### config.mk
export PLATFORM = sky130hd
export DESIGN_NAME = serial_command_frame_receiver
export DESIGN_NICKNAME = d
export VERILOG_FILES = /design/src/rtl/scfr_pkg.sv /design/src/rtl/scfr_in_reg.sv /design/src/rtl/scfr_parser.sv /design/src/rtl/scfr_out_reg.sv /design/src/rtl/serial_command_frame_receiver.sv
export SDC_FILE = /design/constraint.sdc
export NUM_CORES = 1
export LEC_CHECK = 0
export BUFFER_PORTS_ARGS = -buffer_cell sky130_fd_sc_hd__buf_2
export CORE_ASPECT_RATIO = 0.9
export CORE_UTILIZATION = 30
export CTS_BUF_LIST = sky130_fd_sc_hd__clkbuf_8
export DETAILED_ROUTE_END_ITERATION = 16
export PLACE_DENSITY = 0.54
export SETUP_SLACK_MARGIN = 0.5
export SLEW_MARGIN = 5
export SYNTH_ARGS = -nofsm -noshare
export SYNTH_HDL_FRONTEND = slang
export SYNTH_SLANG_ARGS = --single-unit
### constraint.sdc
create_clock -name clk -period 11.05 [get_ports clk]
set_input_delay 2.21 -clock clk [delete_from_list [all_inputs] [get_ports clk]]
set_output_delay 2.21 -clock clk [all_outputs]
set_load 0.03 [all_outputs]
### src/rtl/scfr_pkg.sv
// scfr_pkg: shared types and constants of the serial command frame receiver
// no dependencies; used by every design module of the block by scoped names
`default_nettype none

package scfr_pkg;

  localparam logic [7:0] HDR_BYTE       = 8'h55;
  localparam logic [7:0] TAIL_BYTE      = 8'hBB;
  localparam logic [7:0] CODE_A         = 8'h01;
  localparam logic [7:0] CODE_B         = 8'h07;
  localparam logic [7:0] CODE_C         = 8'h08;
  localparam logic [7:0] FRAME_OVERHEAD = 8'd5;
  localparam int         CAP_COUNT      = 6;

  typedef enum logic [1:0] {
    PH_HEADER,
    PH_CODE,
    PH_LENGTH,
    PH_BODY
  } phase_t;

  typedef enum logic [1:0] {
    ST_OK      = 2'd0,
    ST_BAD_SUM = 2'd1,
    ST_BAD_TAIL = 2'd2
  } status_t;

  // registered input byte handed to the parser
  typedef struct packed {
    logic       valid;
    logic [7:0] data;
  } rx_t;

  // one completed frame, func_code in the lowest bits
  typedef struct packed {
    logic [CAP_COUNT-1:0][7:0] payload;
    status_t                   status;
    logic [5:0]                payload_length;
    logic [7:0]                func_code;
  } res_t;

endpackage

`default_nettype wire

### src/rtl/scfr_in_reg.sv
// scfr_in_reg: input register stage holding one received byte
// depends on scfr_pkg (rx_t)
`default_nettype none

module scfr_in_reg (
  input  wire              clk,
  input  wire              rst_n,
  input  wire              in_valid,
  output logic             in_ready,
  input  wire  [7:0]       in_data,
  input  wire              take,
  output scfr_pkg::rx_t    rx
);

  logic       valid_r, valid_nxt;
  logic [7:0] data_r;
  logic       accept;

  assign in_ready  = !valid_r || take;
  assign accept    = in_valid && in_ready;
  assign valid_nxt = accept || (valid_r && !take);

  always_ff @(posedge clk) begin
    if (!rst_n) begin
      valid_r <= 1'b0;
    end else begin
      valid_r <= valid_nxt;
    end
  end

  always_ff @(posedge clk) begin
    if (accept) begin
      data_r <= in_data;
    end
  end

  assign rx.valid = valid_r;
  assign rx.data  = data_r;

endmodule

`default_nettype wire

### src/rtl/scfr_parser.sv
// scfr_parser: frame state machine, running sum and payload capture
// depends on scfr_pkg (phase_t, status_t, rx_t, res_t, byte constants)
`default_nettype none

module scfr_parser #(
  parameter int MAX_FRAME_BYTES = 64
) (
  input  wire              clk,
  input  wire              rst_n,
  input  scfr_pkg::rx_t    rx,
  input  wire              csum_en,
  input  wire              out_free,
  output logic             take,
  output logic             emit,
  output scfr_pkg::res_t   res
);

  localparam int CNT_W = $clog2(MAX_FRAME_BYTES);

  scfr_pkg::phase_t          phase_r, phase_nxt;
  logic [CNT_W-1:0]          len_r, len_nxt;
  logic [CNT_W-1:0]          cnt_r, cnt_nxt;
  logic [7:0]                sum_r, sum_nxt;
  logic [7:0]                rsum_r, rsum_nxt;
  logic [7:0]                code_r, code_nxt;
  logic [scfr_pkg::CAP_COUNT-1:0][7:0] cap_r, cap_nxt;
  logic                      hit;
  logic                      too_long;
  logic                      advance;
  logic [7:0]                b;
  scfr_pkg::status_t         status;

  assign b   = rx.data;
  assign hit = (b == scfr_pkg::CODE_A) || (b == scfr_pkg::CODE_B) ||
               (b == scfr_pkg::CODE_C);
  // length plus overhead compared at nine bits so it cannot wrap
  assign too_long = ({1'b0, b} + {1'b0, scfr_pkg::FRAME_OVERHEAD}) >=
                    9'(MAX_FRAME_BYTES);

  always_comb begin
    phase_nxt = phase_r;
    len_nxt   = len_r;
    cnt_nxt   = cnt_r;
    sum_nxt   = sum_r;
    rsum_nxt  = rsum_r;
    code_nxt  = code_r;
    cap_nxt   = cap_r;
    emit      = 1'b0;
    if (b != scfr_pkg::TAIL_BYTE) begin
      status = scfr_pkg::ST_BAD_TAIL;
    end else if (csum_en && (sum_r != rsum_r)) begin
      status = scfr_pkg::ST_BAD_SUM;
    end else begin
      status = scfr_pkg::ST_OK;
    end
    case (phase_r)
      scfr_pkg::PH_HEADER: begin
        if (b == scfr_pkg::HDR_BYTE) begin
          phase_nxt = scfr_pkg::PH_CODE;
        end
      end
      scfr_pkg::PH_CODE: begin
        if (hit) begin
          code_nxt  = b;
          phase_nxt = scfr_pkg::PH_LENGTH;
        end else begin
          phase_nxt = scfr_pkg::PH_HEADER;
        end
      end
      scfr_pkg::PH_LENGTH: begin
        if (too_long) begin
          phase_nxt = scfr_pkg::PH_HEADER;
        end else begin
          len_nxt   = b[CNT_W-1:0];
          cnt_nxt   = '0;
          sum_nxt   = '0;
          rsum_nxt  = '0;
          cap_nxt   = '0;
          phase_nxt = scfr_pkg::PH_BODY;
        end
      end
      scfr_pkg::PH_BODY: begin
        if (cnt_r < len_r) begin
          sum_nxt = sum_r + b;
          for (int i = 0; i < scfr_pkg::CAP_COUNT; i++) begin
            if (cnt_r == i[CNT_W-1:0]) begin
              cap_nxt[i] = b;
            end
          end
          cnt_nxt = CNT_W'(cnt_r + 1'b1);
        end else if (cnt_r == len_r) begin
          rsum_nxt = b;
          cnt_nxt  = CNT_W'(cnt_r + 1'b1);
        end else begin
          // tail slot closes the frame whatever the byte
          emit      = 1'b1;
          phase_nxt = scfr_pkg::PH_HEADER;
        end
      end
      default: begin
        phase_nxt = scfr_pkg::PH_HEADER;
      end
    endcase
  end

  // a closing byte waits here while the result register is still full
  assign take    = rx.valid && (!emit || out_free);
  assign advance = take;

  always_ff @(posedge clk) begin
    if (!rst_n) begin
      phase_r <= scfr_pkg::PH_HEADER;
    end else if (advance) begin
      phase_r <= phase_nxt;
    end
  end

  always_ff @(posedge clk) begin
    if (advance) begin
      len_r  <= len_nxt;
      cnt_r  <= cnt_nxt;
      sum_r  <= sum_nxt;
      rsum_r <= rsum_nxt;
      code_r <= code_nxt;
      cap_r  <= cap_nxt;
    end
  end

  assign res.payload        = cap_r;
  assign res.status         = status;
  assign res.payload_length = 6'(len_r);
  assign res.func_code      = code_r;

endmodule

`default_nettype wire

### src/rtl/scfr_out_reg.sv
// scfr_out_reg: result register between the parser and the output stream
// depends on scfr_pkg (res_t)
`default_nettype none

module scfr_out_reg (
  input  wire              clk,
  input  wire              rst_n,
  input  wire              load,
  input  scfr_pkg::res_t   res_in,
  output logic             free,
  output logic             out_valid,
  input  wire              out_ready,
  output scfr_pkg::res_t   res_out
);

  logic           valid_r, valid_nxt;
  scfr_pkg::res_t res_r;

  assign free      = !valid_r || out_ready;
  assign valid_nxt = load || (valid_r && !out_ready);

  always_ff @(posedge clk) begin
    if (!rst_n) begin
      valid_r <= 1'b0;
    end else begin
      valid_r <= valid_nxt;
    end
  end

  always_ff @(posedge clk) begin
    if (load) begin
      res_r <= res_in;
    end
  end

  assign out_valid = valid_r;
  assign res_out   = res_r;

endmodule

`default_nettype wire

### src/rtl/serial_command_frame_receiver.sv
// serial_command_frame_receiver: top level, byte stream in, frame requests out
// depends on scfr_pkg, scfr_in_reg, scfr_parser, scfr_out_reg
//
//  channel  | direction | width | contents
//  in_      | slave     | 8     | rx_byte
//  out_     | master    | 64    | func_code, payload_length, frame_status, payload bytes 0..5
//  cfg_     | write     | 1     | checksum_enable
//
// one byte is taken every cycle unless a held result stalls a tail byte; a result leaves
// once its tail byte is accepted, via the input register, the parser and the result register
// reset (synchronous, rst_n low) returns to header hunting with checksum on
// a held result stalls the tail byte of the next frame and the bytes after it; earlier bytes flow
`default_nettype none

module serial_command_frame_receiver #(
  parameter int MAX_FRAME_BYTES = 64
) (
  input  wire         clk,
  input  wire         rst_n,
  input  wire         in_tvalid,
  output logic        in_tready,
  input  wire  [7:0]  in_tdata,   // [7:0] rx_byte
  output logic        out_tvalid,
  input  wire         out_tready,
  // [7:0] func_code, [13:8] payload_length, [15:14] frame_status,
  // [23:16] .. [63:56] payload_byte0 .. payload_byte5
  output logic [63:0] out_tdata,
  input  wire         cfg_wr_en,
  input  wire         cfg_wr_data
);

  logic           csum_en_r;
  logic           take;
  logic           emit;
  logic           free;
  scfr_pkg::rx_t  rx;
  scfr_pkg::res_t res;
  scfr_pkg::res_t res_q;

  always_ff @(posedge clk) begin
    if (!rst_n) begin
      csum_en_r <= 1'b1;
    end else if (cfg_wr_en) begin
      csum_en_r <= cfg_wr_data;
    end
  end

  scfr_in_reg u_in (
    .clk      (clk),
    .rst_n    (rst_n),
    .in_valid (in_tvalid),
    .in_ready (in_tready),
    .in_data  (in_tdata),
    .take     (take),
    .rx       (rx)
  );

  scfr_parser #(
    .MAX_FRAME_BYTES (MAX_FRAME_BYTES)
  ) u_parser (
    .clk      (clk),
    .rst_n    (rst_n),
    .rx       (rx),
    .csum_en  (csum_en_r),
    .out_free (free),
    .take     (take),
    .emit     (emit),
    .res      (res)
  );

  scfr_out_reg u_out (
    .clk       (clk),
    .rst_n     (rst_n),
    .load      (take && emit),
    .res_in    (res),
    .free      (free),
    .out_valid (out_tvalid),
    .out_ready (out_tready),
    .res_out   (res_q)
  );

  assign out_tdata = res_q;

endmodule

`default_nettype wire

==> Word level (Yosys, flattened, before mapping) <==
Index checks and enable logic that the tools add are counted.
{ "op_classes": {"addsub": 3, "n_lt_le_gt_ge": 2, "n_eq_ne": 28, "n_mux": 29, "bitwise_logic": 1, "n_reduce_logical": 33} }
{ "ops": {"columns": ["cell", "n"], "rows": [
  ["2-to-1 mux 48 bit", 2],
  ["one-hot mux 48 bit (2 select lines)", 1],
  ["2-to-1 mux 8 bit", 10],
  ["AND reduction 5 bit", 7],
  ["one-hot mux 8 bit (2 select lines)", 2],
  ["2-to-1 mux 6 bit", 3],
  ["inequality test 2 x 1 -> 1 bit, second input constant", 9],
  ["equality test 6 x 2 -> 1 bit, second input constant", 2],
  ["equality test 6 x 3 -> 1 bit, second input constant", 2],
  ["one-hot mux 6 bit (2 select lines)", 1],
  ["AND reduction 4 bit", 3],
  ["2-to-1 mux 2 bit", 5],
  ["adder 8 x 3 -> 9 bit, second input constant", 1],
  [">= comparator 9 x 7 -> 1 bit, second input constant", 1],
  ["adder 8 bit", 1],
  ["equality test 8 x 1 -> 1 bit, second input constant", 1],
  ["equality test 8 x 3 -> 1 bit, second input constant", 1],
  ["equality test 8 x 4 -> 1 bit, second input constant", 1],
  ["equality test 8 x 7 -> 1 bit, second input constant", 1],
  ["inequality test 8 bit", 1],
  ["inequality test 8 bit, second input constant", 1],
  ["one-hot mux 2 bit (4 select lines)", 1],
  ["logical OR 1 bit", 7],
  ["adder 6 x 1 -> 6 bit, second input constant", 1],
  ["other kinds (15)", 31]
]} }
{ "word_totals": {"ff_bits": 161, "in_bits": 14, "output_inout_bits": 66} }

==> Logic depth before layout (Yosys ltp) <==
{ "depth": {"ltp_word": 10, "depth_mapped": 8, "mapped_depth_nobuf": 8} }

==> Modules after synthesis <==
Synthesis repeated with hierarchy kept, for this count alone.
{ "hier_totals": {"hier_cells": 337, "hier_area_um2": 5979.5} }
{ "by_module_without_submodules": {"columns": ["module", "n_inst", "cells_each", "area_each_um2", "seq_area_each_um2"], "rows": [
  ["scfr_parser", 1, 251, 3663.5, 2562.5],
  ["scfr_out_reg", 1, 68, 1970.6, 1941.9],
  ["scfr_in_reg", 1, 14, 305.3, 260.2],
  ["serial_command_frame_receiver", 1, 4, 40.0, 20.0]
]} }

==> Least setup slack after synthesis <==
Ideal clock, no wire load.
{ "synth_path": {"kind": "input -> register", "start": "in out_tready", "end": "reg u_out.res_r, in the netlist u_out.res_out[0], enable pin", "setup_ps": 565, "arrival_time_ps": 6663, "required_time_ps": 10485, "setup_slack_ps": 3822, "cell_stages": 2, "path_buffers": 0, "path_cell_list": "nor2b_1 -> nor3_1"} }
{ "synth_via": {"elab_chain_len": 4} }
{ "synth_lines": {"columns": ["item", "line_no", "source"], "rows": [
  ["from (decl)", "serial_command_frame_receiver.sv:24", "input wire out_tready,"],
  ["logical OR 1 bit", "scfr_out_reg.sv:19", "assign free = !valid_r || out_ready;"],
  ["logical OR 1 bit", "scfr_parser.sv:107", "assign take = rx.valid && (!emit || out_free);"],
  ["logical AND 1 bit", "scfr_parser.sv:107", null],
  ["logical AND 1 bit", "serial_command_frame_receiver.sv:74", ".load (take && emit),"],
  ["net u_out.load", "scfr_out_reg.sv:8", "input wire load,"],
  ["to (signal assigned)", "scfr_out_reg.sv:32", "res_r <= res_in;"],
  ["to (decl)", "scfr_out_reg.sv:17", "scfr_pkg::res_t res_r;"]
]} }
The timed path passes the listed nets, and every way through them passes these cells.
A chain may end at the register's enable or synchronous reset.

==> Final worst setup path <==
{ "layout_path": {"start": "in out_tready", "end": "out in_tready"} }
{ "layout_via": {"elab_chain_len": 4} }
{ "layout_lines": {"columns": ["item", "line_no", "source"], "rows": [
  ["logical OR 1 bit", "scfr_out_reg.sv:19", null],
  ["logical OR 1 bit", "scfr_parser.sv:107", null],
  ["logical AND 1 bit", "scfr_parser.sv:107", null],
  ["logical OR 1 bit", "scfr_in_reg.sv:19", "assign in_ready = !valid_r || take;"],
  ["to (decl)", "serial_command_frame_receiver.sv:21", "output logic in_tready,"]
]} }
Every way passes these cells.

==> flow_metrics.py <==
metrics = {
    "synth": {
        "yosysSeqAreaShare_pct": 79.11,
        "synth_edf_count": 156,
        "ys_types": 49,
        "netlist_area_um2": 6048,
        "synth_nets": 379,
        "ys.flop_type": "edfxtp_1",
        "syn_inst": 347,
        "async_reset_ff_share_pct": 0,
        "postSynthAreaPerCell_um2": 17.43,
        "synth-seq-cells": 161,
        "ys_warn_count": 0,
    },
    "global_routing": {
        "met2_usage_pct": 16.49,
        "grt_pass1_vias": 3006,
        "grt_util_met1_pct": 15.28,
        "grt_max_degree": 65,
        "grtUsageTotal_pct": 11.31,
        "antenna_found_initial": 0,
        "overflow": 0,
        "busiest_layer": "met2",
        "grt_pass1_wl_um": 16750,
        "use_met3_pct": 3.700,
    },
    "final_layout": {
        "final_cell_mix": "edfxtp_1, buf_2, nor2_1",
        "regArea_um2": 4785,
        "nets": 473,
        "multi_input_area_um2": 1179,
        "drive_above_1_share_pct": 27.09,
        "layout_commonest_cell": "edfxtp_1",
        "syn_to_final_growth_pct": 18.04,
        "fillers": 1861,
        "num_antenna_cells": 0,
    },
    "clock_network": {
        "cts_tree": "built",
        "cts_max_level": 4,
        "cts_root_buffer": "clkbuf_8",
        "path_clk_slew_ns": 0.09,
        "cts_resized": 0,
        "clock_sinks": 161,
        "numCtsBuffers": 17,
        "insertion_delay_ns": 0.47,
        "post_cts_buffers": 0,
        "clockBufferDepth": 2,
        "cts_hold_buf": 0,
    },
    "route": {
        "firstDrtPassIters": 5,
        "final_antenna_net_count": 0,
        "drc": 0,
        "via_count": 3122,
        "wirelength_um": 11150,
        "vias_per_cell": 4.435,
        "drt_iter0_drc": 167,
        "post_drt_wl_per_cell_um": 15.84,
    },
    "setup_path": {
        "cp-end-kind": "primary output",
        "worstSetupEndpoint": "in_tready",
        "r2r-end": "u_parser.res[50]",
        "worstSetupStartpoint": "out_tready",
        "cpPeakStageDelay_ns": 0.25,
        "rrSetupSlack_ns": 7.73,
        "arrival_ns": 2.83,
        "rr_worst_depth": 4,
        "worstSetupPathType": "in2out",
        "worstPathMaxFanout": 4,
        "crit_slowest_cell": "nor2b_1",
        "r2r-start": "u_parser.phase_r[0]",
        "cpMostUsedCell": "buf_2",
        "cp.required_ns": 8.84,
        "critPathLaunchType": "input pin",
        "worstPathCellList": "buf_2, nor2b_1, nand2_1, buf_2",
    },
    "floorplanning": {
        "initial_utilization_pct": 31.08,
        "die_h_um": 136.7,
        "core-area_um2": 19460,
        "die_x_um": 151.7,
        "die_area_um2": 20730,
        "io_pins": 80,
        "row_count": 48,
    },
    "outcome": {
        "status": "finished, final reports clean",
    },
    "timing": {
        "setup_viol": 0,
        "finalClockSkew_ns": 0.01879,
        "layout_min_cycle_time_ns": 5.036,
        "worst_pin_slew_ns": 1.097,
        "hold_violations": 0,
        "fin_crit_sh_pct": 45.58,
        "fin_setup_tns_ns": 0,
        "maxSlewViolCount": 0,
        "slew_headroom_pct": 26.19,
        "rsz0062_at_grt": "no",
        "fmax_mhz": 198.6,
    },
    "pwr": {
        "cellPowerDensity_nw_per_um2": 153.5,
        "power_mw": 1.096,
        "leakagePower_nw": 2.654,
        "peakVddDrop_uv": 68.65,
    },
    "run": {
        "drv_cap": 0,
    },
    "placed_design": {
        "gp_congestion": 0.7716,
        "portBuffers": 79,
        "hpwl_um": 7502,
    },
    "min_path": {
        "hp-class": "reg2reg",
    },
}
area by class of cell:
type	count	area share, %
repair buffers	82	5.853
inverters	16	0.8412
flip-flops and latches	161	67.02
clock inverters	15	2.121
well taps	250	4.381
multi-input cells	163	16.51
clock buffers	17	3.277
report_power, final:
part	internal, mW	switching [mW]	total [mW]
Clock	0.166	0.242	0.408
Combinational	0.00875	0.00960	0.0184
Sequential	0.663	0.00716	0.670
worst min-delay path by stage:
stage | startpoint | endpoint | depth (start not counted)
after floorplan | u_parser.code_r[0] | u_out.res_out[0] | 0
after global placement | u_parser.res[56] | u_out.res_out[56] | 0
after detailed placement | u_parser.res[19] | u_out.res_out[19] | 0
after CTS | u_parser.res[19] | u_out.res_out[19] | 0
after global routing | u_parser.res[27] | u_out.res_out[27] | 0
final | u_parser.res[27] | u_out.res_out[27] | 0
per-layer routing:
| layer | wire length [µm] | vias to the layer above |
|---|---|---|
| li1 | - | 1521 |
| met5 | 0 | - |
| met3 | 606 | 13 |
| met1 | 5469 | 1501 |
| met2 | 4905 | 87 |
| met4 | 168 | 0 |
synth_stat cells (2+ instances only):
cell type,number,area [µm²]
edfxtp_1,156,4684
nor2_1,18,67.56
ha_1,17,212.7
inv_1,16,60.06
a21oi_1,13,65.06
nand2_1,11,41.29
xor2_1,11,96.34
and3_1,8,50.05
nand3_1,8,40.04
o21ai_0,8,40.04
nor3_1,6,30.03
dfxtp_1,5,100.1
nor2b_1,5,31.28
clkbuf_1,4,15.01
nor4_1,4,25.02
xnor2_1,4,35.03
a211oi_1,3,22.52
buf_2,3,15.01
nand2b_1,3,18.77
nor3b_1,3,22.52
or3_1,3,18.77
a21boi_0,2,15.01
a21o_1,2,15.01
and2_1,2,12.51
and3_2,2,15.01
and4bb_1,2,25.02
mux2i_1,2,20.02
nand4b_1,2,17.52
nor4b_1,2,17.52
o211ai_1,2,15.01
o21ai_1,2,10.01
state kept, by name, summed over array words and instances, names as in the netlist:
signal,flops
u_parser.rsum_r,8
u_parser.phase_r,2
u_parser.sum_r,8
u_parser.res,48
u_parser.code_r,8
u_parser.cnt_r,6
u_parser.len_r,6
u_out.out_valid,1
u_in.data_r,8
csum_en_r,1
u_in.valid_r,1
u_out.res_out,64
metrics by stage:
stage	setup WS (ns)	instances	hold slack [ns]	instance area (µm²)	util [%]
6_report	6.014	704	0.4174	7139	36.69
4_1_cts	6.008	704	0.4178	7139	36.69
5_1_grt	5.938	704	0.4181	7139	36.69
3_5_place_dp	6.012	672	0.4045	6754	34.71
3_3_place_gp	6.038	672	0.4012	6754	34.71
2_1_floorplan	3.822	347	0.4003	6048	-
cell families after synthesis:
group           Yosys count  synth area share [%]
compound gates           41                 4.572
xor+xnor                 15                 2.172
fa+ha+maj                18                 3.848
buf+inv                  23                 1.489
flops                   161                 79.11
mux                       3                0.5792
simple gates             86                 8.233
worst max-delay path: cells and delay by family:
kind                   cells  cell delay (ns)
buffers and inverters      2             0.28
AND/OR/NAND/NOR            2             0.33
Note: power is estimated with default switching activity, not from simulation.
